## src/design/ihp_pkg.sv

```systemverilog
// ----------------------------------------------------------------------------
// ihp_pkg: shared types and constants of the IPv4 transport header parser
// Word formats of both channels, captured header state and protocol codes.
// ----------------------------------------------------------------------------
package ihp_pkg;

  // Link header modes held in the configuration register
  localparam logic [1:0] LINK_ETH  = 2'd0;
  localparam logic [1:0] LINK_SLL  = 2'd1;
  localparam logic [1:0] LINK_RAW  = 2'd2;
  localparam logic [1:0] LINK_NONE = 2'd3;

  localparam int          POS_W          = 17;
  localparam logic [16:0] POS_MAX        = 17'h1FFFF;
  localparam logic [16:0] ETH_HDR_LEN    = 17'd14;
  localparam logic [16:0] SLL_HDR_LEN    = 17'd16;
  localparam logic [15:0] IPV4_TYPE      = 16'h0800;
  localparam logic [15:0] IP_MIN_LEN     = 16'd20;
  localparam logic [15:0] TCP_MIN_LEN    = 16'd20;
  localparam logic [15:0] SHORT_L4_MIN   = 16'd8;
  localparam logic [3:0]  IP_VERSION_4   = 4'd4;
  localparam logic [7:0]  PROTO_ICMP     = 8'd1;
  localparam logic [7:0]  PROTO_TCP      = 8'd6;
  localparam logic [7:0]  PROTO_UDP      = 8'd17;

  typedef struct packed {
    logic [7:0]         data_byte;
    logic               last_byte;
    logic signed [63:0] frame_time;
  } in_word_t;

  typedef struct packed {
    logic               ok;
    logic [31:0]        source_address;
    logic [31:0]        dest_address;
    logic [7:0]         proto_number;
    logic [15:0]        source_port;
    logic [15:0]        dest_port;
    logic [5:0]         flag_bits;
    logic [15:0]        payload_offset;
    logic [15:0]        payload_length;
    logic signed [63:0] time_out;
  } out_word_t;

  // Header fields captured for the frame that just completed
  typedef struct packed {
    logic        done;
    logic [15:0] caplen;
    logic [15:0] link_type_word;
    logic [7:0]  ip_first_byte;
    logic [7:0]  proto_byte;
    logic [31:0] saddr;
    logic [31:0] daddr;
    logic [31:0] port_pair;
    logic [15:0] offset_flags;
    logic [63:0] time_val;
  } cap_state_t;

endpackage

```

## src/design/ihp_capture.sv

```systemverilog
// ----------------------------------------------------------------------------
// ihp_capture: byte position tracking and header field capture
// Latches the header bytes of interest as the frame streams by, one per cycle while bytes are accepted.
// ----------------------------------------------------------------------------
module ihp_capture #(
  parameter int MAX_FRAME_LEN = 65535
) (
  input  logic                 clk,
  input  logic                 rst_n,
  input  logic                 accept,
  input  logic                 hold,
  input  ihp_pkg::in_word_t    in_word,
  input  logic [1:0]           link_mode,
  output ihp_pkg::cap_state_t  state
);

  localparam logic [16:0] MAX_LEN = 17'(MAX_FRAME_LEN);

  logic [16:0]         pos_r, pos_nxt;
  ihp_pkg::cap_state_t st_r, st_nxt;

  logic [16:0] hdr;
  logic        cap_en;
  logic [16:0] rel;
  logic [16:0] rel4;
  logic [16:0] ihl;
  logic [16:0] pos_inc;
  logic [7:0]  b;

  function automatic logic [31:0] put_byte(input logic [31:0] w, input logic [1:0] idx,
                                           input logic [7:0] v);
    logic [31:0] r;
    r = w;
    r[5'(24 - 8 * int'(idx)) +: 8] = v;
    return r;
  endfunction

  always_comb begin
    st_nxt  = st_r;
    pos_nxt = pos_r;
    b       = in_word.data_byte;
    hdr     = '0;
    cap_en  = 1'b1;
    rel     = '0;
    rel4    = '0;
    ihl     = '0;
    pos_inc = (pos_r == ihp_pkg::POS_MAX) ? pos_r : pos_r + 17'd1;

    unique case (link_mode)
      ihp_pkg::LINK_ETH: hdr = ihp_pkg::ETH_HDR_LEN;
      ihp_pkg::LINK_SLL: hdr = ihp_pkg::SLL_HDR_LEN;
      ihp_pkg::LINK_RAW: hdr = '0;
      default:           cap_en = 1'b0;
    endcase

    if (!hold) begin
      st_nxt.done = accept && in_word.last_byte;
    end

    if (accept) begin
      if (pos_r == '0) begin
        st_nxt.time_val = in_word.frame_time;
      end
      if (cap_en && link_mode != ihp_pkg::LINK_RAW) begin
        if (pos_r == hdr - 17'd2) st_nxt.link_type_word[15:8] = b;
        if (pos_r == hdr - 17'd1) st_nxt.link_type_word[7:0]  = b;
      end
      if (cap_en && pos_r >= hdr) begin
        rel = pos_r - hdr;
        if (rel == 17'd0) begin
          st_nxt.ip_first_byte = b;
        end else if (rel == 17'd9) begin
          st_nxt.proto_byte = b;
        end else if (rel >= 17'd12 && rel < 17'd16) begin
          st_nxt.saddr = put_byte(st_r.saddr, rel[1:0], b);
        end else if (rel >= 17'd16 && rel < 17'd20) begin
          st_nxt.daddr = put_byte(st_r.daddr, rel[1:0], b);
        end
        // IHL from the byte as just updated
        ihl = {11'd0, st_nxt.ip_first_byte[3:0], 2'b00};
        if (ihl >= 17'(ihp_pkg::IP_MIN_LEN) && rel >= ihl) begin
          rel4 = rel - ihl;
          if (rel4 < 17'd4) begin
            st_nxt.port_pair = put_byte(st_r.port_pair, rel4[1:0], b);
          end else if (rel4 == 17'd12) begin
            st_nxt.offset_flags[15:8] = b;
          end else if (rel4 == 17'd13) begin
            st_nxt.offset_flags[7:0] = b;
          end
        end
      end
      if (in_word.last_byte) begin
        st_nxt.caplen = (pos_inc > MAX_LEN) ? MAX_LEN[15:0] : pos_inc[15:0];
        pos_nxt       = '0;
      end else begin
        pos_nxt = pos_inc;
      end
    end
  end

  always_ff @(posedge clk) begin
    if (!rst_n) begin
      pos_r <= '0;
      st_r  <= '0;
    end else begin
      pos_r <= pos_nxt;
      st_r  <= st_nxt;
    end
  end

  assign state = st_r;

endmodule

```

## src/design/ihp_finish.sv

```systemverilog
// ----------------------------------------------------------------------------
// ihp_finish: frame validation and result formatting
// Checks the captured headers against the captured length, builds the result.
// ----------------------------------------------------------------------------
module ihp_finish (
  input  ihp_pkg::cap_state_t state,
  input  logic [1:0]          link_mode,
  output ihp_pkg::out_word_t  result
);

  logic [15:0] hdr;
  logic [15:0] l3;
  logic [15:0] ihl;
  logic [15:0] l4;
  logic [15:0] doff;
  logic [15:0] off;
  logic [15:0] sp;
  logic [15:0] dp;
  logic [5:0]  fl;
  logic        good;

  always_comb begin
    good = 1'b1;
    hdr  = '0;
    sp   = '0;
    dp   = '0;
    fl   = '0;
    unique case (link_mode)
      ihp_pkg::LINK_ETH: hdr = ihp_pkg::ETH_HDR_LEN[15:0];
      ihp_pkg::LINK_SLL: hdr = ihp_pkg::SLL_HDR_LEN[15:0];
      ihp_pkg::LINK_RAW: hdr = '0;
      default:           good = 1'b0;
    endcase

    l3   = state.caplen - hdr;
    ihl  = {10'd0, state.ip_first_byte[3:0], 2'b00};
    l4   = l3 - ihl;
    doff = {10'd0, state.offset_flags[15:12], 2'b00};
    off  = hdr + ihl;

    if (state.caplen < hdr) good = 1'b0;
    if (link_mode != ihp_pkg::LINK_RAW && state.link_type_word != ihp_pkg::IPV4_TYPE)
      good = 1'b0;
    if (l3 < ihp_pkg::IP_MIN_LEN) good = 1'b0;
    if (state.ip_first_byte[7:4] != ihp_pkg::IP_VERSION_4) good = 1'b0;
    if (ihl < ihp_pkg::IP_MIN_LEN || ihl > l3) good = 1'b0;

    case (state.proto_byte)
      ihp_pkg::PROTO_TCP: begin
        if (l4 < ihp_pkg::TCP_MIN_LEN) good = 1'b0;
        if (doff < ihp_pkg::TCP_MIN_LEN || doff > l4) good = 1'b0;
        sp  = state.port_pair[31:16];
        dp  = state.port_pair[15:0];
        fl  = state.offset_flags[5:0];
        off = off + doff;
      end
      ihp_pkg::PROTO_UDP: begin
        if (l4 < ihp_pkg::SHORT_L4_MIN) good = 1'b0;
        sp  = state.port_pair[31:16];
        dp  = state.port_pair[15:0];
        off = off + ihp_pkg::SHORT_L4_MIN;
      end
      ihp_pkg::PROTO_ICMP: begin
        if (l4 < ihp_pkg::SHORT_L4_MIN) good = 1'b0;
      end
      default: good = 1'b0;
    endcase

    result          = '0;
    result.time_out = state.time_val;
    if (good) begin
      result.ok             = 1'b1;
      result.source_address = state.saddr;
      result.dest_address   = state.daddr;
      result.proto_number   = state.proto_byte;
      result.source_port    = sp;
      result.dest_port      = dp;
      result.flag_bits      = fl;
      result.payload_offset = off;
      result.payload_length = state.caplen - off;
    end
  end

endmodule

```

## src/design/ipv4_l4_header_parser.sv

```systemverilog
// ----------------------------------------------------------------------------
// ipv4_l4_header_parser: streaming IPv4 TCP/UDP/ICMP header parser
// Takes a captured frame one byte per word and returns one decode per frame.
// ----------------------------------------------------------------------------
// Usage
//   Input channel (in_valid/in_ready/in_data): one frame byte per word, the
//   final byte marked by last_byte. frame_time is sampled on the first byte.
//   Result channel (out_valid/out_ready/out_data): one word per frame, sent
//   after the last byte. ok low means the frame failed; every other field is
//   then zero except time_out.
//   Configuration (cfg_we/cfg_data): selects the link header (Ethernet,
//   cooked capture, raw IPv4 or unsupported). Write it only while idle.
//   Throughput: one byte per cycle while input is not stalled. The header capture
//   registers are loaded directly from the input word; the check logic then feeds
//   the result register, which loads and raises out_valid unless stalled.
//   Stall: the result register holds while out_ready is low and bytes keep
//   flowing; input stops only when a second finished frame is waiting behind
//   the held result (for instance back-to-back single-byte frames).
//   Reset: rst_n low clears the position counter, the captured header state,
//   the link mode (Ethernet) and the result valid flag.
// ----------------------------------------------------------------------------
module ipv4_l4_header_parser #(
  parameter int MAX_FRAME_LEN = 65535
) (
  input  logic                clk,
  input  logic                rst_n,
  input  logic                in_valid,
  output logic                in_ready,
  input  ihp_pkg::in_word_t   in_data,
  output logic                out_valid,
  input  logic                out_ready,
  output ihp_pkg::out_word_t  out_data,
  input  logic                cfg_we,
  input  logic [1:0]          cfg_data
);

  logic [1:0]          link_mode_r, link_mode_nxt;
  logic                out_valid_r, out_valid_nxt;
  ihp_pkg::out_word_t  out_data_r, out_data_nxt;
  ihp_pkg::cap_state_t cap_state;
  ihp_pkg::out_word_t  result;
  logic                stall;
  logic                accept;
  logic                load;

  // Hold everything when a finished frame waits behind an unread result
  assign stall    = cap_state.done && out_valid_r && !out_ready;
  assign in_ready = !stall;
  assign accept   = in_valid && in_ready;
  assign load     = cap_state.done && !stall;

  ihp_capture #(
    .MAX_FRAME_LEN(MAX_FRAME_LEN)
  ) u_capture (
    .clk      (clk),
    .rst_n    (rst_n),
    .accept   (accept),
    .hold     (stall),
    .in_word  (in_data),
    .link_mode(link_mode_r),
    .state    (cap_state)
  );

  ihp_finish u_finish (
    .state    (cap_state),
    .link_mode(link_mode_r),
    .result   (result)
  );

  always_comb begin
    link_mode_nxt = cfg_we ? cfg_data : link_mode_r;
    out_data_nxt  = load ? result : out_data_r;
    if (load) begin
      out_valid_nxt = 1'b1;
    end else if (out_ready) begin
      out_valid_nxt = 1'b0;
    end else begin
      out_valid_nxt = out_valid_r;
    end
  end

  always_ff @(posedge clk) begin
    if (!rst_n) begin
      link_mode_r <= ihp_pkg::LINK_ETH;
      out_valid_r <= 1'b0;
    end else begin
      link_mode_r <= link_mode_nxt;
      out_valid_r <= out_valid_nxt;
    end
  end

  // Result payload carries no reset
  always_ff @(posedge clk) begin
    out_data_r <= out_data_nxt;
  end

  assign out_valid = out_valid_r;
  assign out_data  = out_data_r;

endmodule

```

## config.mk

```make
export PLATFORM = sky130hd
export DESIGN_NAME = ipv4_l4_header_parser
export DESIGN_NICKNAME = d
export VERILOG_FILES = /design/src/design/ihp_pkg.sv /design/src/design/ihp_capture.sv /design/src/design/ihp_finish.sv /design/src/design/ipv4_l4_header_parser.sv
export SDC_FILE = /design/constraint.sdc
export NUM_CORES = 1
export LEC_CHECK = 0
export CORE_AREA = 3 3 186 170
export CTS_BUF_LIST = sky130_fd_sc_hd__clkbuf_8
export DETAILED_ROUTE_END_ITERATION = 6
export DIE_AREA = 0 0 189 173
export DONT_BUFFER_PORTS = 1
export GPL_ROUTABILITY_DRIVEN = 0
export PLACE_DENSITY = 0.87
export SLEW_MARGIN = 5
export SYNTH_ARGS = -nofsm -noshare
export SYNTH_HDL_FRONTEND = slang
export SYNTH_SLANG_ARGS = --single-unit
```

## constraint.sdc

```tcl
create_clock -name clk -period 14.4 [get_ports clk]
set_input_delay 1.44 -clock clk [delete_from_list [all_inputs] [get_ports clk]]
set_output_delay 1.44 -clock clk [all_outputs]
set_load 0.05 [all_outputs]
```

==> results.sh, run 1 <==
export IMPL_synth_compound_area_share_pct=7.89
export IMPL_skew_ns=0.0279
export IMPL_grt_antenna_before_repair=0
export IMPL_yosys_area_share_adder_pct=2.99
export IMPL_worst_pin_slew_ns=1.27
export IMPL_overflow=0
export IMPL_synth_top_cell_by_area="edfxtp_1"
export IMPL_hp_class="flip-flop to flip-flop"
export IMPL_port_buffers=0
export IMPL_via_per_inst=5.93
export IMPL_place_ws_ns=6.81
export IMPL_irDropWorstVdd_mv=0.0700
export IMPL_placed_cell_area_um2=19400
export IMPL_core_um2=29800
export IMPL_n_antenna_cell=0
export IMPL_die_w_um=189
export IMPL_cts_clk_slew_worst_paths_ns=0.07
export IMPL_cts_root_buf="clkbuf_8"
export IMPL_synth_most_common_cell="nand2_1"
export IMPL_finalHoldViolCount=0
export IMPL_synth_distinct_cells=70
export IMPL_die_y_um=173
export IMPL_worst_path_max_fanout=9
export IMPL_synth_mux_area_fraction_pct=7.93
export IMPL_synth_top_family_by_area="simple AND/OR/NAND/NOR gates"
export IMPL_setup_viol=0
export IMPL_synth_top_area_share_pct=30.9
export IMPL_cts_setup_buffers=0
export IMPL_min_period_ns=7.79
export IMPL_ant_nets=0
export IMPL_rsz0062_at_grt="false"
export IMPL_route_detailed_drc=0
export IMPL_fin_crit_sh_pct=54.1
export IMPL_fin_ws_ns=6.61
export IMPL_drive_gt1_share_pct=7.00
export IMPL_outcome="finished, final reports clean"
export IMPL_fin_cells=2189
export IMPL_worstPathArrival_ns=8.28
export IMPL_worstSetupPathType="flip-flop to flip-flop"
export IMPL_route_met3_wl_um=3830
export IMPL_synth_yosys_warnings=0
export IMPL_synthTopCellsByArea="edfxtp_1, dfxtp_1, mux2i_1, nand2_1, nor2b_1"
export IMPL_grt_first_pass_wirelength_um=68100
export IMPL_wl_met1_um=17500
export IMPL_drt_wl_total_um=43300
export IMPL_area_growth_pct=7.43
export IMPL_dp_hpwl_um=29500
export IMPL_slew_headroom_pct=15.4
export IMPL_synth_edf_count=198
export IMPL_firstDrtPassIters=6
export IMPL_grt_pass1_vias=12500
export IMPL_via_count=13000
export IMPL_grt_start_max_net_pins=272
export IMPL_start_kind="flip-flop"
export IMPL_ys_ff_latch=437
export IMPL_finalSetupTns_ns=0
export IMPL_timing_final_max_slew_violations=0
export IMPL_synth_simple_area_share_pct=19.5
export IMPL_nNetsFinal=1856
export IMPL_worstSkewPairLatency_ns=0.58
export IMPL_final_area_um2=20700
export IMPL_ioPinCount=289
export IMPL_syn_area_per_cell_um2=10.9
export IMPL_drt_iter0_markers=1328
export IMPL_synthTopCellsByCount="nand2_1, dfxtp_1, edfxtp_1"
export IMPL_netlist_area_um2=19300
export IMPL_syn_inst=1763
export IMPL_cts_made_buffers=68
export IMPL_ys_flop_type="dfxtp_1"
export IMPL_cts_tree="done"
export IMPL_p_per_area_nw_per_um2=121
export IMPL_fin_hold_ws_ns=0.407
export IMPL_async_flop_share_pct=0
export IMPL_ys_seq_area_share_pct=55.7
export IMPL_post_cts_resize_count=0
export IMPL_p_leak_nw=8.31
export IMPL_fmax_ghz=0.128
export IMPL_worstPathRequired_ns=14.89
export IMPL_ctsLongestPathBuffers=3
export IMPL_holdBufCountCts=0
export IMPL_cts_htree_levels=3
export IMPL_end_kind="flip-flop"
export IMPL_top_layer="met4"
export IMPL_wl_met2_um=20500
export IMPL_track_usage_pct=25.8
export IMPL_yosys_area_share_xor_xnor_pct=2.73
export IMPL_start_util_pct=64.6
export IMPL_timing_max_cap_violations=0
export IMPL_avgRoutedWirePerCell_um=19.8
export IMPL_cts_num_sinks=437
export IMPL_dieArea_um2=32700
export IMPL_rows=60
export IMPL_numPlacedInstances=2066
## kinds of logic (layout without fill, tap and decap cells)
group / after synthesis / count (layout)
compound gates: 217 / 217
fa+ha+maj: 43 / 43
other cells: 1 / 13
xor+xnor: 60 / 60
flops: 437 / 437
simple gates: 704 / 704
mux: 152 / 152
buf+inv: 149 / 160
## area by class of cell
class                      instances  area (µm²)
clock buffer                      76        1050
clock inverter                    47         254
fill                            2061        9120
inverter                          30         113
multi-input combinational       1189        7970
sequential                       437       10700
tap                              403         504
timing repair buffer               7        65.1
## worst max-delay path, cell delays in order, from the launching register on
cell and delay [ns]:
dfxtp_1 0.37, nor2_1 0.58, inv_1 0.36, ha_1 0.51, and3_1 0.30, a22oi_1 0.42
a31oi_1 0.18, a211o_1 0.35, or2_1 0.33, nor3_4 0.43, mux2_2 0.40, ha_1 0.24
a21oi_1 0.19, or4b_2 0.61, or4_1 0.41, o211ai_1 0.12, mux2_2 0.39, nor4_4 0.75
and4_1 0.54, mux2i_1 0.24
## state kept, by name (all words and copies together), names as in the netlist
register         flops
out_valid            1
link_mode_r          2
u_capture.pos_r     17
u_capture.state    219
out_data           198
## cells in the final DEF (no fill, tap or decap), types with 46 or more instances in the layout
master    netlist  routed
nand2_1       244     244
inv_1          30      64
edfxtp_1      198     198
clkbuf_8        0      76
and2_1         74      74
mux2i_1       148     148
dfxtp_1       239     239
a21boi_0       71      71
nor2b_1       138     137
nor2_1         46      46
and3_1         53      53
## worst paths after layout
path	from	end	slack [ns]	cells past startpoint
worst min-delay path	u_capture.state[28]	out_data[28]	0.41	0
worst max-delay path	link_mode_r[1]	u_capture.state[68]	6.61	19
worst max register to register	link_mode_r[1]	u_capture.state[68]	6.61	19
worst min register to register	u_capture.state[28]	out_data[28]	0.41	0
## where the power goes
group / total (mW) / internal [mW] / switching, mW
Sequential: 1.35 / 1.32 / 0.0366
Combinational: 0.164 / 0.0602 / 0.104
Clock: 0.984 / 0.522 / 0.461
## metrics by stage
stage               power [mW]  utilization (%)
finish                    2.50             69.4
global route              2.60             69.4
CTS                       2.52             69.4
detailed placement        1.54             65.0
global placement          1.53             65.0
floorplan                 1.52                -
## metal layers
metal	up-vias	global-route usage, %
li1	6101	-
met1	6142	34.1
met2	625	41.6
met3	119	5.57
met4	0	10.6
met5	-	0
(Power assumes the default switching activity.)
==> inputs of run 2 (changes only) <==
- ABC_AREA: not set -> 1
- CORE_AREA: 3 3 186 170 -> 3 3 187 171
- DIE_AREA: 0 0 189 173 -> 0 0 190 174
- clock period: 14.4 -> 7.4 ns (I/O delays scaled with it)
==> run 2 against run 1 <==
Against the previous run: setup slack worse by 4.7 ns; sequential power is 100% higher; wire length rose by 13%; sequential cell count unchanged; non-clock buffer count grew 2; core utilization up 0.88 points; clock power rose by 94%; final cell count rose by 22%; sequential share of layout area fell by 0.91 points; area after synthesis grew 1.3%; total power rose by 100%; critical endpoint is now u_capture.state[104]; largest cell class unchanged; highest routed layer unchanged.
==> results.sh, run 2 <==
export IMPL_finalSetupTns_ns=0
export IMPL_synth_top_cell_by_area="edfxtp_1"
export IMPL_hp_start="in_data[66]"
export IMPL_worst_pin_slew_ns=1.30
export IMPL_numPlacedInstances=2551
export IMPL_postLayoutCoreUtil_pct=70.3
export IMPL_reg2reg_depth=28
export IMPL_cts_num_sinks=437
export IMPL_syn_area_per_cell_um2=8.81
export IMPL_finalHoldViolCount=0
export IMPL_cts_made_buffers=67
export IMPL_syn_inst=2215
export IMPL_die_w_um=190
export IMPL_holdBufCountCts=0
export IMPL_synthTopCellsByCount="nor2_1, inv_1, nand2_1"
export IMPL_ys_ff_latch=437
export IMPL_outcome="finished, final reports clean"
export IMPL_ctsLongestPathBuffers=3
export IMPL_core_um2=30000
export IMPL_worstSetupPathType="flip-flop to flip-flop"
export IMPL_cts_htree_levels=3
export IMPL_n_antenna_cell=0
export IMPL_irDropWorstVdd_mv=0.148
export IMPL_slew_headroom_pct=13.2
export IMPL_track_usage_pct=29.1
export IMPL_area_growth_pct=7.91
export IMPL_r2r_slack_ns=1.95
export IMPL_skew_ns=0.0356
export IMPL_hold_depth=2
export IMPL_ioPinCount=289
export IMPL_fill_cells=2157
export IMPL_slowest_delay_ns=0.52
export IMPL_rsz0062_at_grt="false"
export IMPL_drive_gt1_share_pct=7.93
export IMPL_die_y_um=174
export IMPL_crit_top_cell="nand2_1"
export IMPL_post_cts_resize_count=0
export IMPL_drt_iter0_markers=1467
export IMPL_cp_slowest_cell="fa_1"
export IMPL_avgRoutedWirePerCell_um=18.3
export IMPL_grt_pass1_vias=14800
export IMPL_dp_hpwl_um=34500
export IMPL_setup_viol=0
export IMPL_grt_start_max_net_pins=184
export IMPL_start_kind="flip-flop"
export IMPL_layout_commonest_cell="nor2_1"
export IMPL_min_period_ns=5.45
export IMPL_cts_tree="done"
export IMPL_synth_distinct_cells=59
export IMPL_mostFrequentLayoutCells="nor2_1, inv_1, nand2_1, dfxtp_1, edfxtp_1"
export IMPL_hp_class="input pin to flip-flop"
export IMPL_route_detailed_drc=0
export IMPL_fin_cells=2672
export IMPL_cts_root_buf="clkbuf_8"
export IMPL_cts_setup_buffers=0
export IMPL_fin_ws_ns=1.95
export IMPL_via_per_inst=5.70
export IMPL_worstPathArrival_ns=5.93
export IMPL_p_per_area_nw_per_um2=239
export IMPL_end_kind="flip-flop"
export IMPL_overflow=0
export IMPL_rr_startpoint="link_mode_r[1]"
export IMPL_timing_max_cap_violations=0
export IMPL_timing_final_max_slew_violations=0
export IMPL_worstPathRequired_ns=7.88
export IMPL_firstDrtPassIters=5
export IMPL_ys_flop_type="dfxtp_1"
export IMPL_fin_hold_ws_ns=0.301
export IMPL_finalPower_mw=5.04
export IMPL_synth_most_common_cell="nor2_1"
export IMPL_ant_nets=0
export IMPL_netlist_area_um2=19500
export IMPL_cts_clk_slew_worst_paths_ns=0.07
export IMPL_rows=60
export IMPL_ys_seq_area_share_pct=55.0
export IMPL_worst_path_max_fanout=16
export IMPL_synth_yosys_warnings=0
export IMPL_start_util_pct=65.1
export IMPL_grt_antenna_before_repair=0
export IMPL_placed_cell_area_um2=19700
export IMPL_timing_rr_end="u_capture.state[104]"
export IMPL_nNetsFinal=2340
export IMPL_synthTopCellsByArea="edfxtp_1, dfxtp_1, nor2_1, inv_1, nand2_1"
export IMPL_largest_reg_flops=219
export IMPL_grt_first_pass_wirelength_um=77700
export IMPL_via_count=15200
export IMPL_dieArea_um2=33100
export IMPL_worstSkewPairLatency_ns=0.60
export IMPL_p_leak_nw=8.33
export IMPL_place_ws_ns=2.09
export IMPL_crit_start="link_mode_r[1]"
export IMPL_synth_top_area_share_pct=30.5
export IMPL_fmax_ghz=0.183
export IMPL_drt_wl_total_um=48800
export IMPL_port_buffers=0
export IMPL_min_to="u_capture.state[97]"
export IMPL_synth_edf_count=198
export IMPL_final_area_um2=21100
export IMPL_async_flop_share_pct=0
export IMPL_fin_crit_sh_pct=73.7
-- run 2: cell families (layout without fill, tap and decap cells) --
| logic type | after synthesis | count (layout) | synth area share, % |
|---|---|---|---|
| AO/OA/AOI/OAI | 336 | 336 | 10.5 |
| adder cells (fa/ha/maj) | 43 | 43 | 2.95 |
| flip-flops | 437 | 437 | 55.0 |
| buffers and inverters | 457 | 499 | 9.26 |
| XOR/XNOR | 30 | 30 | 1.35 |
| other | 1 | 13 | 0.0192 |
| AND/OR/NAND/NOR | 911 | 911 | 20.9 |
-- run 2: layout make-up --
cell class | count | area (µm²) | share of cell area [%]
timing repair buffer | 9 | 80.1 | 0.380
clock inverter | 40 | 179 | 0.850
clock buffer | 81 | 1110 | 5.30
inverter | 369 | 1390 | 6.60
tap | 403 | 504 | 2.40
sequential | 437 | 10700 | 51.0
multi-input combinational | 1333 | 7050 | 33.5
-- run 2: report_power, final --
group	leakage (nW)	switching [mW]	total [mW]	internal (mW)
registers	3.88	0.132	2.72	2.59
clock network	0.750	0.911	1.91	0.995
logic	3.69	0.289	0.407	0.117
total	8.33	1.33	5.04	3.70
-- run 2: worst max path at each step --
stage                                end  cells past startpoint
floorplan                    out_data[0]                      4
global placement           out_data[113]                     23
detailed placement         out_data[150]                     21
CTS                        out_data[150]                     21
global route               out_data[118]                     23
finish              u_capture.state[104]                     28
-- run 2: worst max-delay path: cells and delay by family (launching register included) --
family / cells / cell delay (ns)
simple gates: 18 / 2.81
fa+ha+maj: 2 / 0.79
buf+inv: 5 / 0.62
flops: 1 / 0.43
compound gates: 3 / 0.65
-- run 2: layer usage --
metal	part of all wire, %	track usage, %	wire length, µm	vias up
li1	-	-	-	7228
met4	4.4	12.3	2160	0
met2	47	48.2	22900	794
met1	39	36.6	19100	7050
met5	0	0	0	-
met3	9.5	7.12	4660	150
